File: src/rtl/swmf_pkg.sv
// Shared constants and types for the sliding window mean filter.
// Depends on nothing; every other file of the block imports it.
`timescale 1ns / 1ps
`default_nettype none

package swmf_pkg;

  // Number of samples the window holds.
  localparam int WINDOW_LENGTH = 50;

  localparam int SAMPLE_W = 16;
  localparam int IDX_W    = (WINDOW_LENGTH > 1) ? $clog2(WINDOW_LENGTH) : 1;
  localparam int CNT_W    = $clog2(WINDOW_LENGTH + 1);
  // The sum of WINDOW_LENGTH samples of SAMPLE_W bits never overflows this width.
  localparam int SUM_W    = SAMPLE_W + $clog2(WINDOW_LENGTH);
  localparam int STEP_W   = $clog2(SUM_W + 1);

  localparam logic [CNT_W-1:0]  WIN_CNT  = CNT_W'(WINDOW_LENGTH);
  localparam logic [IDX_W-1:0]  IDX_LAST = IDX_W'(WINDOW_LENGTH - 1);
  localparam logic [STEP_W-1:0] DIV_STEPS = STEP_W'(SUM_W);

  typedef logic signed [SAMPLE_W-1:0] sample_t;
  typedef logic signed [SUM_W-1:0]    sum_t;

  // Status of the iterative divider as seen by the controller.
  typedef struct packed {
    logic busy;
    logic done;
  } swmf_div_sts_t;

endpackage

`default_nettype wire

File: src/rtl/swmf_ring_ram.sv
// Ring store of the last WINDOW_LENGTH samples: one write port, one read port,
// read data registered. Depends on swmf_pkg.
`timescale 1ns / 1ps
`default_nettype none

module swmf_ring_ram (
  input  wire                       clk_i,
  input  wire                       we_i,
  input  wire [swmf_pkg::IDX_W-1:0] waddr_i,
  input  wire swmf_pkg::sample_t    wdata_i,
  input  wire                       re_i,
  input  wire [swmf_pkg::IDX_W-1:0] raddr_i,
  output swmf_pkg::sample_t         rdata_o
);
  import swmf_pkg::*;

  sample_t mem [WINDOW_LENGTH];
  sample_t rdata_q;

  always_ff @(posedge clk_i) begin
    if (we_i) begin
      mem[waddr_i] <= wdata_i;
    end
  end

  always_ff @(posedge clk_i) begin
    if (re_i) begin
      rdata_q <= mem[raddr_i];
    end
  end

  assign rdata_o = rdata_q;

endmodule

`default_nettype wire

File: src/rtl/swmf_divider.sv
// Restoring divider, one quotient bit per cycle, signed dividend and
// unsigned count divisor, quotient truncated toward zero. Depends on swmf_pkg.
`timescale 1ns / 1ps
`default_nettype none

module swmf_divider (
  input  wire                       clk_i,
  input  wire                       rst_ni,
  input  wire                       start_i,
  input  wire swmf_pkg::sum_t       dividend_i,
  input  wire [swmf_pkg::CNT_W-1:0] divisor_i,
  input  wire                       ack_i,
  output swmf_pkg::swmf_div_sts_t   sts_o,
  output swmf_pkg::sample_t         quotient_o
);
  import swmf_pkg::*;

  logic              run_q, run_d;
  logic              done_q, done_d;
  logic [STEP_W-1:0] cnt_q, cnt_d;
  logic [CNT_W-1:0]  rem_q, rem_d;
  logic [SUM_W-1:0]  quo_q, quo_d;
  logic [CNT_W-1:0]  dvs_q, dvs_d;
  logic              neg_q, neg_d;

  logic [CNT_W:0]    rem_shift;
  logic              fits;

  always_comb begin
    rem_shift = {rem_q, quo_q[SUM_W-1]};
    fits      = (rem_shift >= {1'b0, dvs_q});

    run_d  = run_q;
    done_d = done_q;
    cnt_d  = cnt_q;
    rem_d  = rem_q;
    quo_d  = quo_q;
    dvs_d  = dvs_q;
    neg_d  = neg_q;

    if (ack_i) begin
      done_d = 1'b0;
    end

    if (start_i) begin
      // Work on the magnitude; the sign is put back at the end.
      run_d = 1'b1;
      cnt_d = DIV_STEPS;
      rem_d = '0;
      quo_d = dividend_i[SUM_W-1] ? (SUM_W'(0) - dividend_i) : dividend_i;
      dvs_d = divisor_i;
      neg_d = dividend_i[SUM_W-1];
    end else if (run_q) begin
      rem_d = fits ? CNT_W'(rem_shift - {1'b0, dvs_q}) : rem_shift[CNT_W-1:0];
      quo_d = {quo_q[SUM_W-2:0], fits};
      cnt_d = cnt_q - STEP_W'(1);
      if (cnt_q == STEP_W'(1)) begin
        run_d  = 1'b0;
        done_d = 1'b1;
      end
    end
  end

  always_ff @(posedge clk_i or negedge rst_ni) begin
    if (!rst_ni) begin
      run_q  <= 1'b0;
      done_q <= 1'b0;
      cnt_q  <= '0;
    end else begin
      run_q  <= run_d;
      done_q <= done_d;
      cnt_q  <= cnt_d;
    end
  end

  always_ff @(posedge clk_i) begin
    rem_q <= rem_d;
    quo_q <= quo_d;
    dvs_q <= dvs_d;
    neg_q <= neg_d;
  end

  assign sts_o.busy = run_q;
  assign sts_o.done = done_q;
  assign quotient_o = neg_q ? (SAMPLE_W'(0) - quo_q[SAMPLE_W-1:0]) : quo_q[SAMPLE_W-1:0];

endmodule

`default_nettype wire

File: src/rtl/sliding_window_mean_filter_top.sv
// Sliding window mean filter: the mean of the last WINDOW_LENGTH samples.
// The mean word passes through ST_UPD, the divider and the output register once its sample word is accepted.
// No new sample word is accepted until the last one's mean word is loaded; the 22-step divider sets this pace.
// Reset clears the sum, fill count, write index and handshake state; the sample
// store itself is not cleared, since an entry is read only after it was written.
// Depends on swmf_pkg, swmf_ring_ram and swmf_divider.
`timescale 1ns / 1ps
`default_nettype none

module sliding_window_mean_filter_top (
  input  wire                     clk_i,
  input  wire                     rst_ni,
  input  wire                     in_valid_i,
  output logic                    in_stall_o,
  input  wire swmf_pkg::sample_t  sample_i,
  output logic                    out_valid_o,
  input  wire                     out_stall_i,
  output swmf_pkg::sample_t       mean_o
);
  import swmf_pkg::*;

  // Controller states.
  localparam logic [1:0] ST_IDLE = 2'd0;  // waiting for a sample word
  localparam logic [1:0] ST_UPD  = 2'd1;  // old sample read back, update sum
  localparam logic [1:0] ST_DIV  = 2'd2;  // divider running or result waiting

  logic [1:0]       state_q, state_d;
  logic [IDX_W-1:0] widx_q, widx_d;
  logic [CNT_W-1:0] fill_q, fill_d;
  sum_t             sum_q, sum_d;
  sample_t          smp_q;
  logic             out_valid_q, out_valid_d;
  sample_t          mean_q, mean_d;

  logic             in_accept;
  logic             full;
  sample_t          old_smp;
  logic             div_start;
  logic             div_ack;
  swmf_div_sts_t    div_sts;
  sample_t          div_quo;
  logic             out_free;

  assign in_accept = in_valid_i && (state_q == ST_IDLE);
  assign full      = (fill_q == WIN_CNT);
  assign out_free  = !out_valid_q || !out_stall_i;

  // The sample store is read at the write index when a word is accepted; the
  // old sample comes back in ST_UPD, when the same entry is overwritten. Only
  // one word is in flight, so a read and a write of one entry never overlap.
  swmf_ring_ram u_ram (
    .clk_i   (clk_i),
    .we_i    (state_q == ST_UPD),
    .waddr_i (widx_q),
    .wdata_i (smp_q),
    .re_i    (in_accept),
    .raddr_i (widx_q),
    .rdata_o (old_smp)
  );

  swmf_divider u_div (
    .clk_i      (clk_i),
    .rst_ni     (rst_ni),
    .start_i    (div_start),
    .dividend_i (sum_d),
    .divisor_i  (fill_d),
    .ack_i      (div_ack),
    .sts_o      (div_sts),
    .quotient_o (div_quo)
  );

  always_comb begin
    state_d     = state_q;
    widx_d      = widx_q;
    fill_d      = fill_q;
    sum_d       = sum_q;
    out_valid_d = out_valid_q;
    mean_d      = mean_q;
    div_start   = 1'b0;
    div_ack     = 1'b0;

    if (out_valid_q && !out_stall_i) begin
      out_valid_d = 1'b0;
    end

    case (state_q)
      ST_IDLE: begin
        if (in_accept) begin
          state_d = ST_UPD;
        end
      end
      ST_UPD: begin
        // While filling, the sample is added and counted; once full, the
        // oldest sample in the slot being overwritten leaves the sum.
        if (full) begin
          sum_d = sum_q + SUM_W'(smp_q) - SUM_W'(old_smp);
        end else begin
          sum_d  = sum_q + SUM_W'(smp_q);
          fill_d = fill_q + CNT_W'(1);
        end
        widx_d    = (widx_q == IDX_LAST) ? '0 : widx_q + IDX_W'(1);
        div_start = 1'b1;
        state_d   = ST_DIV;
      end
      ST_DIV: begin
        // The quotient waits in the divider until the output register is free.
        if (div_sts.done && out_free) begin
          div_ack     = 1'b1;
          mean_d      = div_quo;
          out_valid_d = 1'b1;
          state_d     = ST_IDLE;
        end
      end
      default: begin
        state_d = ST_IDLE;
      end
    endcase
  end

  always_ff @(posedge clk_i or negedge rst_ni) begin
    if (!rst_ni) begin
      state_q     <= ST_IDLE;
      widx_q      <= '0;
      fill_q      <= '0;
      sum_q       <= '0;
      out_valid_q <= 1'b0;
    end else begin
      state_q     <= state_d;
      widx_q      <= widx_d;
      fill_q      <= fill_d;
      sum_q       <= sum_d;
      out_valid_q <= out_valid_d;
    end
  end

  always_ff @(posedge clk_i) begin
    if (in_accept) begin
      smp_q <= sample_i;
    end
    mean_q <= mean_d;
  end

  assign in_stall_o  = (state_q != ST_IDLE);
  assign out_valid_o = out_valid_q;
  assign mean_o      = mean_q;

  // The fill count never passes the window length.
  a_fill_bound: assert property (@(posedge clk_i) disable iff (!rst_ni)
    fill_q <= WIN_CNT)
    else $error("fill count beyond window length");

  // The write index stays inside the store.
  a_widx_bound: assert property (@(posedge clk_i) disable iff (!rst_ni)
    widx_q <= IDX_LAST)
    else $error("write index outside store");

  // While the window fills, slots are written in order from the first one.
  a_fill_order: assert property (@(posedge clk_i) disable iff (!rst_ni)
    !full |-> (CNT_W'(widx_q) == fill_q))
    else $error("write index out of step with fill count");

  // The divider is started only when it is idle.
  a_div_start: assert property (@(posedge clk_i) disable iff (!rst_ni)
    div_start |-> (!div_sts.busy && !div_sts.done))
    else $error("divider started while busy");

  // A new mean word is loaded only from a finished division.
  a_out_load: assert property (@(posedge clk_i) disable iff (!rst_ni)
    (out_valid_d && !(out_valid_q && out_stall_i)) |-> (state_q == ST_DIV && div_sts.done))
    else $error("mean word loaded without a finished division");

endmodule

`default_nettype wire

File: config.mk
export PLATFORM = sky130hd
export DESIGN_NAME = sliding_window_mean_filter_top
export DESIGN_NICKNAME = d
export VERILOG_FILES = /design/src/rtl/swmf_pkg.sv /design/src/rtl/swmf_ring_ram.sv /design/src/rtl/swmf_divider.sv /design/src/rtl/sliding_window_mean_filter_top.sv
export SDC_FILE = /design/constraint.sdc
export NUM_CORES = 1
export LEC_CHECK = 0
export ABC_AREA = 1
export BUFFER_PORTS_ARGS = -buffer_cell sky130_fd_sc_hd__buf_2
export CAP_MARGIN = 40
export CELL_PAD_IN_SITES_DETAIL_PLACEMENT = 1
export CELL_PAD_IN_SITES_GLOBAL_PLACEMENT = 1
export CORE_ASPECT_RATIO = 1.75
export CORE_UTILIZATION = 45
export DETAILED_ROUTE_END_ITERATION = 16
export PLACE_DENSITY = 0.67
export SLEW_MARGIN = 20
export SYNTH_ARGS = -nofsm -noshare
export SYNTH_HDL_FRONTEND = slang
export SYNTH_SLANG_ARGS = --single-unit
File: constraint.sdc
create_clock -name clk_i -period 11.9 [get_ports clk_i]
set_input_delay 0.595 -clock clk_i [delete_from_list [all_inputs] [get_ports clk_i]]
set_output_delay 0.595 -clock clk_i [all_outputs]
set_load 0.1 [all_outputs]
---- Word level (Yosys, flattened, before mapping) ----
Memory sizes are Yosys's and may differ from the RTL's. A register that Yosys moved wholly into a read port is not among the register bits.
Cells that the tools add are included.
storage, ports and cells
  input port bits ......................... 20
  RAM bits ................................ 800
  memories ................................ 1
  word-level logic and storage cells ...... 71
  register bits after elaboration ......... 111
  output and inout port bits .............. 18
operators by class
  reduce and logical (&&, ||, !) cells .... 11
  equal/unequal tests ..................... 7
  add/subtract/negate cells ............... 8
  magnitude comparators ................... 1
  mux-type cells .......................... 29
memory list
  name       words  bits a word  read ports  clocked after memory_dff  write ports  RTL line             source
  u_ram.mem  50     16           1           1                         1            swmf_ring_ram.sv:17  sample_t mem [WINDOW_LENGTH];
operators by type and width
  cell                   number
  $mux 22                5
  $mux 6                 4
  $add 22x16->22         1
  $sub 1x22->22 const A  1
  $sub 22x16->22         1
  $mux 16                1
  $sub 1x16->16 const A  1
  $mux 1                 14
  $add 6x1->6 const B    2
  $eq 6x6->1 const B     2
  $mux 5                 2
  $ge 7x6->1             1
  $pmux 2 s3             1
  $sub 6x6->6            1
  $eq 5x1->1 const B     1
  $sub 5x1->5 const B    1
  $mux 2                 2
  $ne 2x2->1 const B     2
  $reduce_and 2->1       2
  $reduce_bool 2->1      2
  $logic_and 1x1->1      3
  $eq 2x1->1 const B     1
  $eq 2x2->1 const B     1
  $logic_not 1->1        2
  other kinds (2)        2

---- Longest topological paths before layout ----
  depth in word-level cells ............... 9
  mapped depth ............................ 33
  depth with buffers taken out ............ 32

---- Hierarchy ----
From an unflattened synthesis, not the netlist that was laid out.
unflattened totals
  cells, all modules ...................... 3880
  area total of the unflattened synthesis .. 41287.1 um2
modules (own cells, without submodules)
  module                          cells an instance  sequential area each (um2)  area each (um2)  instances
  swmf_ring_ram                   2750               24503.5                     32955.4          1
  sliding_window_mean_filter_top  716                1886.8                      5320.1           1
  swmf_divider                    414                1166.1                      3011.6           1

---- Least setup slack after synthesis ----
Ideal clock, no wire load.
  kind .................................... register to register
  from .................................... register smp_q[0]
  to ...................................... register u_div.quo_q[15], data pin
  data required time ...................... 11.643 ns
  arrival ................................. 4.000 ns
  setup time .............................. 0.257 ns
  cell stages (with the launch flop) ...... 28
  period minus slack after synthesis ...... 4.256 ns
  path buffers ............................ 2
  path slack .............................. 7.644 ns
  cells stage by stage .................... edfxtp_1 -> ha_1 -> inv_1 -> fa_1 -> inv_1 -> nand3_1 -> nand3_1 -> nand2_1 -> nand2_1 -> nand2_1 -> nand2_1 -> nand2_1 -> and2_1 -> ha_1 -> a21o_1 -> o21bai_1 -> a21oi_1 -> nand2_1 -> nand2_1 -> nand3_1 -> nand2_1 -> nand3_1 -> nand2_2 -> buf_6 -> buf_6 -> nand3_1 -> nand3_1 -> o21ai_1
between the ends
  elaborated cells between the ends (all ways) .. 7
  those cells by class .................... 3 x add/sub; 4 x mux
RTL lines
  what                       RTL line                                                                    source
  from (decl)                sliding_window_mean_filter_top.sv:31                                        sample_t smp_q;
  from (signal assigned)     sliding_window_mean_filter_top.sv:138                                       smp_q <= sample_i;
  $add 22x16->22 (*)         sliding_window_mean_filter_top.sv:96, sliding_window_mean_filter_top.sv:98
  $sub 22x16->22             sliding_window_mean_filter_top.sv:96                                        sum_d = sum_q + SUM_W'(smp_q) - SUM_W'(old_smp);
  $mux 22 (*)                sliding_window_mean_filter_top.sv:95                                        if (full) begin
  $mux 22 (*)                sliding_window_mean_filter_top.sv:86                                        case (state_q)
  named net sum_d[21]        sliding_window_mean_filter_top.sv:30                                        sum_t sum_q, sum_d;
  $mux 22 (*)                swmf_divider.sv:50                                                          quo_d = dividend_i[SUM_W-1] ? (SUM_W'(0) - dividend_i) : dividend_i;
  $mux 22 (*)                swmf_divider.sv:45                                                          if (start_i) begin
  named net u_div.quo_d[15]  swmf_divider.sv:22                                                          logic [SUM_W-1:0] quo_q, quo_d;
  to (signal assigned)       swmf_divider.sv:78                                                          quo_q <= quo_d;
  to (decl)                  swmf_divider.sv:22
Mark *: on every way through the listed nets, which the timed path passes. The rest lies on a longest branch.
A chain may end at the register's enable or synchronous reset.

---- Worst setup path in the final report ----
  from .................................... register smp_q[0]
  to ...................................... register u_div.quo_q[18], data pin
between the ends
  longest elaborated chain between the ends .. 7
RTL lines
  what                       RTL line
  $add 22x16->22 (*)         sliding_window_mean_filter_top.sv:96, sliding_window_mean_filter_top.sv:98
  $sub 22x16->22             sliding_window_mean_filter_top.sv:96
  $mux 22 (*)                sliding_window_mean_filter_top.sv:95
  $mux 22 (*)                sliding_window_mean_filter_top.sv:86
  $sub 1x22->22              swmf_divider.sv:50
  $mux 22 (*)                swmf_divider.sv:50
  $mux 22 (*)                swmf_divider.sv:45
  named net u_div.quo_d[18]  swmf_divider.sv:22
Marked as above.

==> summary.txt <==
Die
  • Initial core utilization: between 40% and 50%
  • Die Area: around 87000 um2
  • I/O pin count: 38
  • Die Span Y: 389 um
  • Cell Rows: approximately 140
  • Core area: ~85000 um2
  • Horiz. Die Dim: roughly 220 um

Synth
  • Seq/Total Area, Yosys: a little under three quarters
  • Mean Syn Cell Area: about 13 um2
  • Synthesis-stage register bit count: between 900 and 1000
  • Top-area cell type share of the netlist area: slightly below 70%
  • Async SR Flop Fraction: 4.75%
  • Gate count of the mapped netlist: slightly above 3000
  • Post-synthesis adder-cell area fraction: approximately 2.0%
  • Multiplexer share of the synthesized area: 0%
  • Largest family of logic cells by synthesized area: simple AND/OR/NAND/NOR gates
  • Post-synthesis xor/xnor area fraction: less than 1%
  • Syn_nets: around 3100
  • Number of synthesized flops with an enable pin: slightly below 900
  • Yosys cell types: 57
  • Mapped Area: between 30000 and 40000 um2
  • Simple-gate area share of the yosys netlist: between 10 and 15%
  • Synth area leader: edfxtp_1
  • Cells taking the most area after synthesis: edfxtp_1, nand2_1, dfrtp_1, inv_1, a221oi_1
  • Compound-Gate Fraction of Synth Area: between 8 and 9%
  • Ys flop type: edfxtp_1
  • YS warnings: 0

CTS
  • H-tree depth: 3
  • Clk slew on worst S/H paths: 70 ps
  • Setup Fix Bufs, Post-CTS: 0
  • CTS sink cnt: 927
  • Worst-Skew Late Latency: a little under 700 ps
  • Clock buffer count from CTS: between 80 and 90
  • CTS tree: done
  • Largest buffer count on any clock path: 3
  • Root Buffer Master: clkbuf_16

Timing
  • Final Skew: 32.4 ps
  • Period Utilization, post-route: about 44%
  • Final Worst Setup Slack: roughly 6700 ps
  • Final hold vios: 0
  • Setup tns final: 0 ps
  • Max_slew headroom: approximately two fifths
  • Slew @ Worst Pin: slightly below 900 ps
  • Max frequency: approximately 190 MHz
  • # setup viols final: 0
  • Final min period: between 5000 and 6000 ps
  • Slew Limit Fails: 0
  • RSZ-0062 raised after global routing: false

Status
  • Status: finished, final reports clean

Critical path
  • Slowest stage delay, CP: between 500 and 600 ps
  • Reg2reg setup slack: 6670 ps
  • Reg2reg start: smp_q[0]$_DFFE_PP_
  • Crit Path Max Fanout: 51
  • Critical path class: register to register
  • CP arrival: about 5700 ps
  • Req. time, crit path: about 12000 ps
  • CP max-delay cell: nand2_2
  • CP most frequent cell: nand2_1
  • Kind of end point of the critical path: register
  • Crit start category: register
  • FF-to-FF End: u_div.quo_q[18]$_DFFE_PP_
  • Worst r2r path cells: 33

Min path
  • Worst min-delay path category: input port to register
  • Hold Crit Start: sample_i[3]
  • WHS Path Cells: 1
  • WHS Endpoint: smp_q[3]$_DFFE_PP_

Global route
  • Largest net degree at the start of global routing: slightly below 60
  • Initial antenna violation count: 2
  • First-pass GRT wire length: 178000 um
  • GRT Overall Usage: 28.4%
  • Grt total ovfl: 0
  • Vias in the first global route: between 20000 and 30000

Route
  • DR vias/cell: 5.96
  • DRC: 0
  • DR iter-0 viols: approximately 2200
  • Final WL: around 120000 um
  • Via count: between 20000 and 30000
  • Final antenna-violating net count: 0
  • Pre-Repair DR Iteration Count: 5
  • Drt wl/cell: approximately 29 um

Layout
  • Layout Utilization: 51.0%
  • Share of cells above drive strength 1: between 10 and 15%
  • Multi-input gate area: approximately 9700 um2
  • Final cell count without fillers: 4280
  • FILL cells: 8563
  • FF/Latch Area: 27600 um2
  • Final nets: approximately 3200
  • Area grow syn2layout: 11.9%

Placed design
  • I/O Buffers: 37
  • Placed Cells: a little over 4000
  • Placer Congestion: about 0.98
  • Final HPWL DP: between 80000 and 90000 um
  • Setup Slack @ Placement: approximately 6700 ps

Pwr
  • Switch Pwr: about 4.7 mW
  • Leak pwr: ~16 nW
  • Clk pwr share: a little under a quarter
  • Net Sw Frac: roughly two fifths
  • Combinational power share: 40.2%
  • PwrDens: around 260 nW/um2
  • Tot Pwr: between 10 and 15 mW
  • Sequential fraction of design power: between 30% and 40%
  • Max IR drop VDD: roughly 130 uV
  • Power Internal: between 6 and 7 mW

Job
  • Max-Cap Viols: 0
critical path, delay by kind of cell, from the launching register on:
kind	cells	cell delay (ps)
adders and majority gates	3	1030
buffers and inverters	6	780
and+or+nand+nor	23	2640
DFF	1	320
AOI/OAI and AO/OA	1	180
layout by cell type, fill, tap and decap left out, types with 37 or more instances in the layout:
cell,synthesis,final
a221oi_1,95,95
a22o_1,69,69
a21oi_1,86,86
buf_4,1,102
nand3_1,117,117
clkbuf_16,0,83
dfrtp_1,44,44
o21ai_0,48,48
a22oi_1,100,100
nor2_1,177,171
nand4_1,118,118
edfxtp_1,877,877
ha_1,56,56
inv_1,229,226
nand2_1,695,695
buf_2,12,37
worst max path at each step:
stage | start | end | slack [ps]
floorplan | smp_q[0]$_DFFE_PP_ | u_div.quo_q[15]$_DFFE_PP_ | 7640
global route | smp_q[0]$_DFFE_PP_ | u_div.quo_q[18]$_DFFE_PP_ | 6050
finish | smp_q[0]$_DFFE_PP_ | u_div.quo_q[18]$_DFFE_PP_ | 6670
detailed placement | smp_q[0]$_DFFE_PP_ | u_div.quo_q[18]$_DFFE_PP_ | 6710
CTS | smp_q[0]$_DFFE_PP_ | u_div.quo_q[18]$_DFFE_PP_ | 6680
global placement | smp_q[0]$_DFFE_PP_ | u_div.quo_q[18]$_DFFE_PP_ | 6760
power by group through the flow:
stage                     combinational (mW)  clock, mW  sequential [mW]
after floorplan                         2.77          0             4.24
after CTS                               4.60       2.73             4.13
after detailed placement                4.58          0             4.19
after global routing                    5.01       2.84             4.14
final                                   4.59       2.70             4.13
after global placement                  4.45          0             4.18
Yosys cell counts (all sizes together) (4+ instances only):
master  instances
a221oi         95
o21a           14
o22ai           5
dfrtp          44
edfxtp        877
a22o           69
clkinv          5
ha             56
nand3b         12
nor3           23
inv           241
o31ai           4
nand4         119
dfxtp           6
xor2           28
a21oi          86
o21ai          56
a31oi           5
and2           10
o21bai          4
or2             8
a22oi         100
clkbuf         67
nand2         703
nor2          189
xnor2           5
buf            46
nand3         131
flip-flops by register name, indices dropped and copies added (netlist names):
register / flops
u_ram.mem: 800
sum_q: 22
u_div.quo_q: 22
mean_o: 16
smp_q: 16
u_ram.rdata_o: 16
fill_q: 6
u_div.dvs_q: 6
u_div.rem_q: 6
widx_q: 6
u_div.cnt_q: 5
state_q: 2
out_valid_o: 1
u_div.done_q: 1
u_div.neg_q: 1
u_div.run_q: 1
repair_timing:
action / in CTS / in global routing
hold buffers: 1 / 0
gates resized for setup: 0 / 0
endpoints found under the hold margin: 6 / 0
setup endpoints to repair: 0 / 0
cell families after synthesis:
group,Yosys count
compound gates,449
simple gates,1203
fa+ha+maj,59
flops,927
xor+xnor,33
buf+inv,359
cell type report:
| cell class | count | share of cell area [%] |
|---|---|---|
| Antenna cell | 1 | 0.00580 |
| Clock buffer | 98 | 4.94 |
| Clock inverter | 49 | 1.26 |
| Inverter | 246 | 2.17 |
| Multi-Input combinational cell | 1744 | 22.4 |
| Sequential cell | 927 | 63.8 |
| Tap cell | 1072 | 3.11 |
| Timing Repair Buffer | 143 | 2.32 |
metrics by stage:
step                instance area, um2  hold slack, ps
floorplan                        38600             299
global placement                 40400             435
detailed placement               40500             441
CTS                              43200            58.4
global route                     43200            78.1
finish                           43200            93.6
per-layer routing:
metal	routed length, um	track usage [%]
met1	43900	30.9
met4	8460	18.3
met2	65000	52.1
met5	0	0
met3	5400	3.37
Note: power is estimated with default switching activity, not from simulation.
